--- config.mk ---
export PLATFORM = sky130hd
export DESIGN_NAME = bmp_ctrl
export DESIGN_NICKNAME = d
export VERILOG_FILES = /design/src/hdl/bmp_pkg.sv /design/src/hdl/bmp_ctrl.sv
export SDC_FILE = /design/constraint.sdc
export NUM_CORES = 1
export LEC_CHECK = 0
export ABC_AREA = 1
export BUFFER_PORTS_ARGS = -buffer_cell sky130_fd_sc_hd__buf_4
export CAP_MARGIN = 20
export CORE_MARGIN = 2
export CORE_UTILIZATION = 39
export DETAILED_ROUTE_END_ITERATION = 16
export PLACE_DENSITY = 0.76
export SLEW_MARGIN = 20
export SYNTH_ARGS = -nofsm -noshare
export SYNTH_HDL_FRONTEND = slang
export SYNTH_SLANG_ARGS = --single-unit
--- constraint.sdc ---
create_clock -name clk_i -period 1.2 [get_ports clk_i]
set_input_delay 0.18 -clock clk_i [delete_from_list [all_inputs] [get_ports clk_i]]
set_output_delay 0.18 -clock clk_i [all_outputs]
set_load 0.05 [all_outputs]
--- src/hdl/bmp_pkg.sv ---
package bmp_pkg;

  localparam int unsigned NW   = 20;  // n and k
  localparam int unsigned MW   = 31;  // modulus and residues
  localparam int unsigned SW   = 5;   // normalizing shift
  localparam int unsigned MUW  = 33;  // Barrett reciprocal floor(2^62 / M)
  localparam int unsigned DCW  = 6;   // reciprocal step counter

  localparam logic [MW-1:0]  MODULUS_RESET = 31'd1000000007;
  localparam logic [23:0]    MAX_N         = 24'd1048575;
  // The reciprocal takes one quotient bit per step over a 63-bit dividend.
  localparam logic [DCW-1:0] DIV_LAST      = 6'd62;

  typedef enum logic [3:0] {
    ST_IDLE,
    ST_CHECK,
    ST_NORM,
    ST_DIV,
    ST_FACT_INIT,
    ST_FACT_MUL,
    ST_FACT_WAIT,
    ST_DENOM_MUL,
    ST_DENOM_WAIT,
    ST_POW,
    ST_ACC_WAIT,
    ST_SQ_MUL,
    ST_SQ_WAIT,
    ST_FINAL_MUL,
    ST_FINAL_WAIT,
    ST_FINISH
  } state_e;

  typedef enum logic [2:0] {
    MUL_FACT,
    MUL_DENOM,
    MUL_ACC,
    MUL_SQ,
    MUL_FINAL
  } mul_op_e;

  typedef struct packed {
    logic    in_ready;
    logic    latch_in;
    logic    load_err;
    logic    norm_init;
    logic    norm_step;
    logic    div_step;
    logic    fact_init;
    logic    mul_start;
    logic    mul_wb;
    mul_op_e mul_op;
    logic    out_load;
  } cmd_t;

  typedef struct packed {
    logic k_gt_n;
    logic bad_query;
    logic mnorm_top;
    logic div_last;
    logic n_zero;
    logic i_last;
    logic mul_busy;
    logic mul_done;
    logic exp_zero;
    logic exp_lsb;
    logic out_free;
  } sts_t;

endpackage

--- src/hdl/bmp_ctrl.sv ---
module bmp_ctrl (
  input  logic          clk_i,
  input  logic          rst_ni,
  input  logic          in_valid_i,
  input  bmp_pkg::sts_t sts_i,
  output bmp_pkg::cmd_t cmd_o
);

  bmp_pkg::state_e state_q, state_d;

  always_ff @(posedge clk_i or negedge rst_ni) begin
    if (!rst_ni) begin
      state_q <= bmp_pkg::ST_IDLE;
    end else begin
      state_q <= state_d;
    end
  end

  always_comb begin
    state_d = state_q;
    unique case (state_q)
      bmp_pkg::ST_IDLE: begin
        if (in_valid_i) state_d = bmp_pkg::ST_CHECK;
      end
      bmp_pkg::ST_CHECK: begin
        if (sts_i.k_gt_n || sts_i.bad_query) state_d = bmp_pkg::ST_FINISH;
        else state_d = bmp_pkg::ST_NORM;
      end
      bmp_pkg::ST_NORM: begin
        if (sts_i.mnorm_top) state_d = bmp_pkg::ST_DIV;
      end
      bmp_pkg::ST_DIV: begin
        if (sts_i.div_last) state_d = bmp_pkg::ST_FACT_INIT;
      end
      bmp_pkg::ST_FACT_INIT: begin
        if (sts_i.n_zero) state_d = bmp_pkg::ST_DENOM_MUL;
        else state_d = bmp_pkg::ST_FACT_MUL;
      end
      bmp_pkg::ST_FACT_MUL: state_d = bmp_pkg::ST_FACT_WAIT;
      bmp_pkg::ST_FACT_WAIT: begin
        if (sts_i.mul_done) begin
          if (sts_i.i_last) state_d = bmp_pkg::ST_DENOM_MUL;
          else state_d = bmp_pkg::ST_FACT_MUL;
        end
      end
      bmp_pkg::ST_DENOM_MUL: state_d = bmp_pkg::ST_DENOM_WAIT;
      bmp_pkg::ST_DENOM_WAIT: begin
        if (sts_i.mul_done) state_d = bmp_pkg::ST_POW;
      end
      bmp_pkg::ST_POW: begin
        if (sts_i.exp_zero) state_d = bmp_pkg::ST_FINAL_MUL;
        else if (sts_i.exp_lsb) state_d = bmp_pkg::ST_ACC_WAIT;
        else state_d = bmp_pkg::ST_SQ_MUL;
      end
      bmp_pkg::ST_ACC_WAIT: begin
        if (sts_i.mul_done) state_d = bmp_pkg::ST_SQ_MUL;
      end
      bmp_pkg::ST_SQ_MUL: state_d = bmp_pkg::ST_SQ_WAIT;
      bmp_pkg::ST_SQ_WAIT: begin
        if (sts_i.mul_done) state_d = bmp_pkg::ST_POW;
      end
      bmp_pkg::ST_FINAL_MUL: state_d = bmp_pkg::ST_FINAL_WAIT;
      bmp_pkg::ST_FINAL_WAIT: begin
        if (sts_i.mul_done) state_d = bmp_pkg::ST_FINISH;
      end
      bmp_pkg::ST_FINISH: begin
        if (sts_i.out_free) state_d = bmp_pkg::ST_IDLE;
      end
      default: state_d = bmp_pkg::ST_IDLE;
    endcase
  end

  always_comb begin
    cmd_o        = '0;
    cmd_o.mul_op = bmp_pkg::MUL_FACT;
    unique case (state_q)
      bmp_pkg::ST_IDLE: begin
        cmd_o.in_ready = 1'b1;
        cmd_o.latch_in = in_valid_i;
      end
      bmp_pkg::ST_CHECK: begin
        if (sts_i.k_gt_n || sts_i.bad_query) cmd_o.load_err = 1'b1;
        else cmd_o.norm_init = 1'b1;
      end
      bmp_pkg::ST_NORM: begin
        cmd_o.norm_step = !sts_i.mnorm_top;
      end
      bmp_pkg::ST_DIV: cmd_o.div_step = 1'b1;
      bmp_pkg::ST_FACT_INIT: cmd_o.fact_init = 1'b1;
      bmp_pkg::ST_FACT_MUL: begin
        cmd_o.mul_start = 1'b1;
        cmd_o.mul_op    = bmp_pkg::MUL_FACT;
      end
      bmp_pkg::ST_FACT_WAIT: begin
        cmd_o.mul_wb = sts_i.mul_done;
        cmd_o.mul_op = bmp_pkg::MUL_FACT;
      end
      bmp_pkg::ST_DENOM_MUL: begin
        cmd_o.mul_start = 1'b1;
        cmd_o.mul_op    = bmp_pkg::MUL_DENOM;
      end
      bmp_pkg::ST_DENOM_WAIT: begin
        cmd_o.mul_wb = sts_i.mul_done;
        cmd_o.mul_op = bmp_pkg::MUL_DENOM;
      end
      bmp_pkg::ST_POW: begin
        cmd_o.mul_start = !sts_i.exp_zero && sts_i.exp_lsb;
        cmd_o.mul_op    = bmp_pkg::MUL_ACC;
      end
      bmp_pkg::ST_ACC_WAIT: begin
        cmd_o.mul_wb = sts_i.mul_done;
        cmd_o.mul_op = bmp_pkg::MUL_ACC;
      end
      bmp_pkg::ST_SQ_MUL: begin
        cmd_o.mul_start = 1'b1;
        cmd_o.mul_op    = bmp_pkg::MUL_SQ;
      end
      bmp_pkg::ST_SQ_WAIT: begin
        cmd_o.mul_wb = sts_i.mul_done;
        cmd_o.mul_op = bmp_pkg::MUL_SQ;
      end
      bmp_pkg::ST_FINAL_MUL: begin
        cmd_o.mul_start = 1'b1;
        cmd_o.mul_op    = bmp_pkg::MUL_FINAL;
      end
      bmp_pkg::ST_FINAL_WAIT: begin
        cmd_o.mul_wb = sts_i.mul_done;
        cmd_o.mul_op = bmp_pkg::MUL_FINAL;
      end
      bmp_pkg::ST_FINISH: cmd_o.out_load = sts_i.out_free;
      default: ;
    endcase
  end

endmodule

==> impl_metrics.py, run 1 <==
metrics = {
    "clocking": {
        "htree_levels": 1,
        "cts_buffers": 3,
        "clock_path_buffers": 2,
        "root_buffer": "clkbuf_4",
        "cts.sinks": 4,
    },
    "synthesis": {
        "yosysSeqAreaShare_pct": 18.22,
        "synth_top_area_cell": "nand2_1",
        "synth_area_um2": 549.3,
        "synth_nets": 114,
        "syn_inst": 100,
        "synth_top_area_share_pct": 19.82,
        "synthTopCellsByArea": "nand2_1, dfrtp_1, nand3_1",
        "synth-seq-cells": 4,
        "avgSynthCellArea_um2": 5.493,
        "synth_warnings": 0,
        "synth_cell_types": 16,
    },
    "floorplan": {
        "dieWidth_um": 41.53,
        "die_y_um": 41.53,
        "row_count": 13,
        "initial_core_util_pct": 42.21,
        "io_pins": 27,
    },
    "placed_design": {
        "dp_cells": 157,
        "place_congestion": 0.8834,
        "dp_slack_ns": -0.1708,
        "port_buffers": 25,
        "dp_hpwl_mm": 1.496,
    },
    "grt": {
        "grt_max_degree": 7,
    },
    "run_status": {
        "toolErrorMsg": "[ERROR DPL-0038] Utilization greater than 100%, impossible to legalize",
        "status": "did not finish",
        "stop_stage": "5_1_grt",
    },
    "sta": {
        "worstEndpointGrtRepair": "cmd_o[5]",
        "worst-ep-kind": "primary output",
    },
}
## cells by family after synthesis
kind of cell	share of synthesized area [%]
AOI/OAI and AO/OA	4.328
DFF	18.22
buffers and inverters	16.63
and+or+nand+nor	60.82
## synthesized netlist by cell type
library cell  number
nand3_1           17
nand2_2            4
o21ai_0            2
inv_1             19
nor2_2             3
nand3_2            1
o221ai_1           1
dfrtp_1            4
buf_2              1
nand2_1           29
nor2_1             7
nand2_4            2
nor2_4             2
nor3_1             3
inv_2              4
a21oi_1            1
## per-stage QoR
step,area [µm²],TNS (ns)
floorplan,689.4,-0.8619
global placement,1032,-1.328
detailed placement,1032,-1.637
CTS,1184,-4.607
## what timing repair did
item                                    in CTS
hold endpoints to repair                     4
endpoints found under the setup margin      17
hold buffers                                 1
gates resized for setup                     27
setup buffers                                2
pin swaps                                    5
==> inputs of run 2 (changes only) <==
Settings changed: CORE_AREA set to 2 2 63 65, CORE_MARGIN 2 to unset, CORE_UTILIZATION 39 to unset, DIE_AREA set to 0 0 65 67, PLACE_DENSITY 0.76 to unset, PLACE_DENSITY_LB_ADDON set to 0.15.
Clock period 1.2 ns to 1.55 ns, I/O delays scaled along.
==> impl_metrics.py, run 2 <==
metrics = {
    "floorplan": {
        "die_area_mm2": 0.004355,
        "io_pins": 27,
        "initial_core_util_pct": 15.23,
        "row_count": 22,
        "die_y_um": 67,
        "coreArea_mm2": 0.003606,
        "dieWidth_um": 65,
    },
    "setup_path": {
        "r2r_cells": 8,
        "cp.buffers_inverters": 2,
        "cp_cell_sequence": "buf_4 > nor2_4 > nand2_2 > a21oi_2 > buf_6",
        "slowest_stage": "dfrtp_2",
        "critPathMaxStageDelay_ns": 0.45,
        "required_ns": 1.32,
        "crit_path_end_kind": "primary output",
        "worstSetupPathDepth": 5,
        "crit_type": "flip-flop to primary output",
        "worst-path-max-fanout": 7,
        "arrival_ns": 1.34,
        "cpLargestDelayFamily": "flip-flops",
        "crit_path_start_kind": "flip-flop",
    },
    "cells_and_area": {
        "top_regs": "state_q x4",
        "layout_commonest_cell": "buf_4",
        "area_growth_pct": 94.30,
        "fin_nets": 158,
        "largest_register_ffs": 4,
        "final_cell_mix": "buf_4, nand2_1, inv_1, nand3_1, buf_6",
        "final_util_pct": 29.60,
        "final_area_mm2": 0.001067,
        "layout-drive-gt1-share_pct": 54.23,
        "antenna_cells": 0,
        "top_register": "state_q",
        "instances_no_fill": 190,
    },
    "power": {
        "leakage_nw": 0.5937,
        "finalPower_mw": 2.566,
        "ir_drop_uv": 464.4,
        "power_density_mw_per_mm2": 2404,
    },
    "sta": {
        "finalCritPeriodShare_pct": 101.7,
        "hold_viol": 0,
        "fmax_mhz": 634.6,
        "drv_slew": 0,
        "setup_ws_ns": -0.02591,
        "grt_setup_unrepaired": "yes",
        "worstMarginPinSlew_ns": 0.2112,
        "setup-violations-final": 4,
        "max_slew_margin_pct": 85.88,
        "finClkSkew_ns": 0.001363,
        "period_minus_slack_ns": 1.576,
    },
    "clocking": {
        "cts_buffers": 3,
        "htree_levels": 1,
        "clk_pin_slew_ns": 0.03,
        "insertion_delay_ns": 0.22,
        "root_buffer": "clkbuf_8",
        "cts.sinks": 4,
        "clock_path_buffers": 2,
        "cts_tree": "built",
    },
    "synthesis": {
        "avgSynthCellArea_um2": 5.493,
        "synth-async-reset-ratio_pct": 100.0,
        "synth_area_um2": 549.3,
        "synth_top_area_share_pct": 19.82,
        "synth-edff-count": 0,
        "synth_warnings": 0,
        "syn_inst": 100,
        "synthTopCellsByCount": "nand2_1, inv_1, nand3_1",
        "synth_compound_area_share_pct": 4.328,
        "synth_top_family_by_area": "simple AND/OR/NAND/NOR gates",
        "synth-xor-area-share_pct": 0,
        "synth_cell_types": 16,
        "synth_top_area_cell": "nand2_1",
        "synth-seq-cells": 4,
        "synth_mux_area_share_pct": 0,
        "yosysSeqAreaShare_pct": 18.22,
        "yosysMostFrequentCell": "nand2_1",
        "yosys.area_share.adder_pct": 0,
        "synthTopCellsByArea": "nand2_1, dfrtp_1, nand3_1",
        "synth_ff_type": "dfrtp_1",
        "synth_simple_gate_area_share_pct": 60.82,
        "synth_nets": 114,
    },
    "hold_path": {
        "hold_class": "input port to async pin",
    },
    "route": {
        "drtIter0Drc": 9,
        "drc": 0,
        "dr.pass1.iters": 4,
        "ant_nets": 0,
        "drt_wl_total_mm": 1.803,
        "vias_per_cell": 3.868,
        "vias": 735,
        "wl_per_cell_um": 9.489,
    },
    "run_status": {
        "violations": "negative setup slack",
        "status": "complete, but fails checks",
    },
    "grt": {
        "track_usage_pct": 8.945,
        "overflow": 0,
        "antenna_found_initial": 0,
        "grt_pass1_wl_mm": 3.063,
        "grt_pass1_vias": 712,
        "grt_max_degree": 8,
    },
    "placed_design": {
        "place_area_um2": 860.8,
        "port_buffers": 25,
        "dp_hpwl_mm": 1.473,
        "place_congestion": 0.7921,
        "dp_cells": 177,
    },
    "run": {
        "max_cap_violations": 0,
    },
}
## run 2: final cells by class
class | count | area [µm²]
tap | 48 | 60.06
fill | 423 | 2539
sequential | 4 | 105.1
inverter | 23 | 86.33
clock buffer | 3 | 41.29
multi-input combinational | 72 | 430.4
timing repair buffer | 40 | 344.1
## run 2: logic make-up (layout without fill, tap and decap cells)
logic type | Yosys count | count (layout)
AOI/OAI and AO/OA | 4 | 4
buffers and inverters | 24 | 66
DFF | 4 | 4
and+or+nand+nor | 68 | 68
## run 2: timing repair
action / in CTS / in global routing
gates resized for setup: 17 / 12
buffers inserted: 4 / 5
endpoints found under the hold margin: 4 / 0
pin swaps: 1 / 4
hold buffers: 1 / 0
setup endpoints to repair: 13 / 12
## run 2: power breakdown
part / switching [mW] / internal [mW]
clock network: 0.0520 / 0.165
logic: 1.26 / 0.785
registers: 0.127 / 0.177
total: 1.44 / 1.13
## run 2: path summary, 6_finish.rpt
check	from	slack (ns)	end
max in group asynchronous	rst_ni	1.09	state_q[2]
hold reg to reg	state_q[0]	0.58	state_q[0]
setup / recovery	state_q[0]	-0.03	cmd_o[4]
setup reg to reg	state_q[3]	0.18	state_q[3]
hold / removal	rst_ni	0.34	state_q[0]
min in group clk_i	sts_i[3]	0.44	state_q[2]
## run 2: metal layers
layer | up-vias | wire, µm | part of all wire, % | global-route usage, %
met3 | 2 | 76 | 4.2 | 1.182
li1 | 391 | - | - | -
met2 | 16 | 927 | 51 | 15.72
met4 | 0 | 14 | 0.78 | 3.989
met1 | 326 | 784 | 43 | 10.81
met5 | - | 0 | 0 | 0
## run 2: through the flow
step	setup TNS, ns	hold WS (ns)	setup slack (ns)
2_1_floorplan	-0.5412	-0.06309	-0.1367
3_3_place_gp	0	0.03057	0.03860
3_5_place_dp	0	0.03094	0.04669
4_1_cts	-0.1368	0.3421	-0.06236
5_1_grt	-0.5264	0.3511	-0.08787
6_report	-0.06295	0.3438	-0.02591
(Power assumes the default switching activity.)
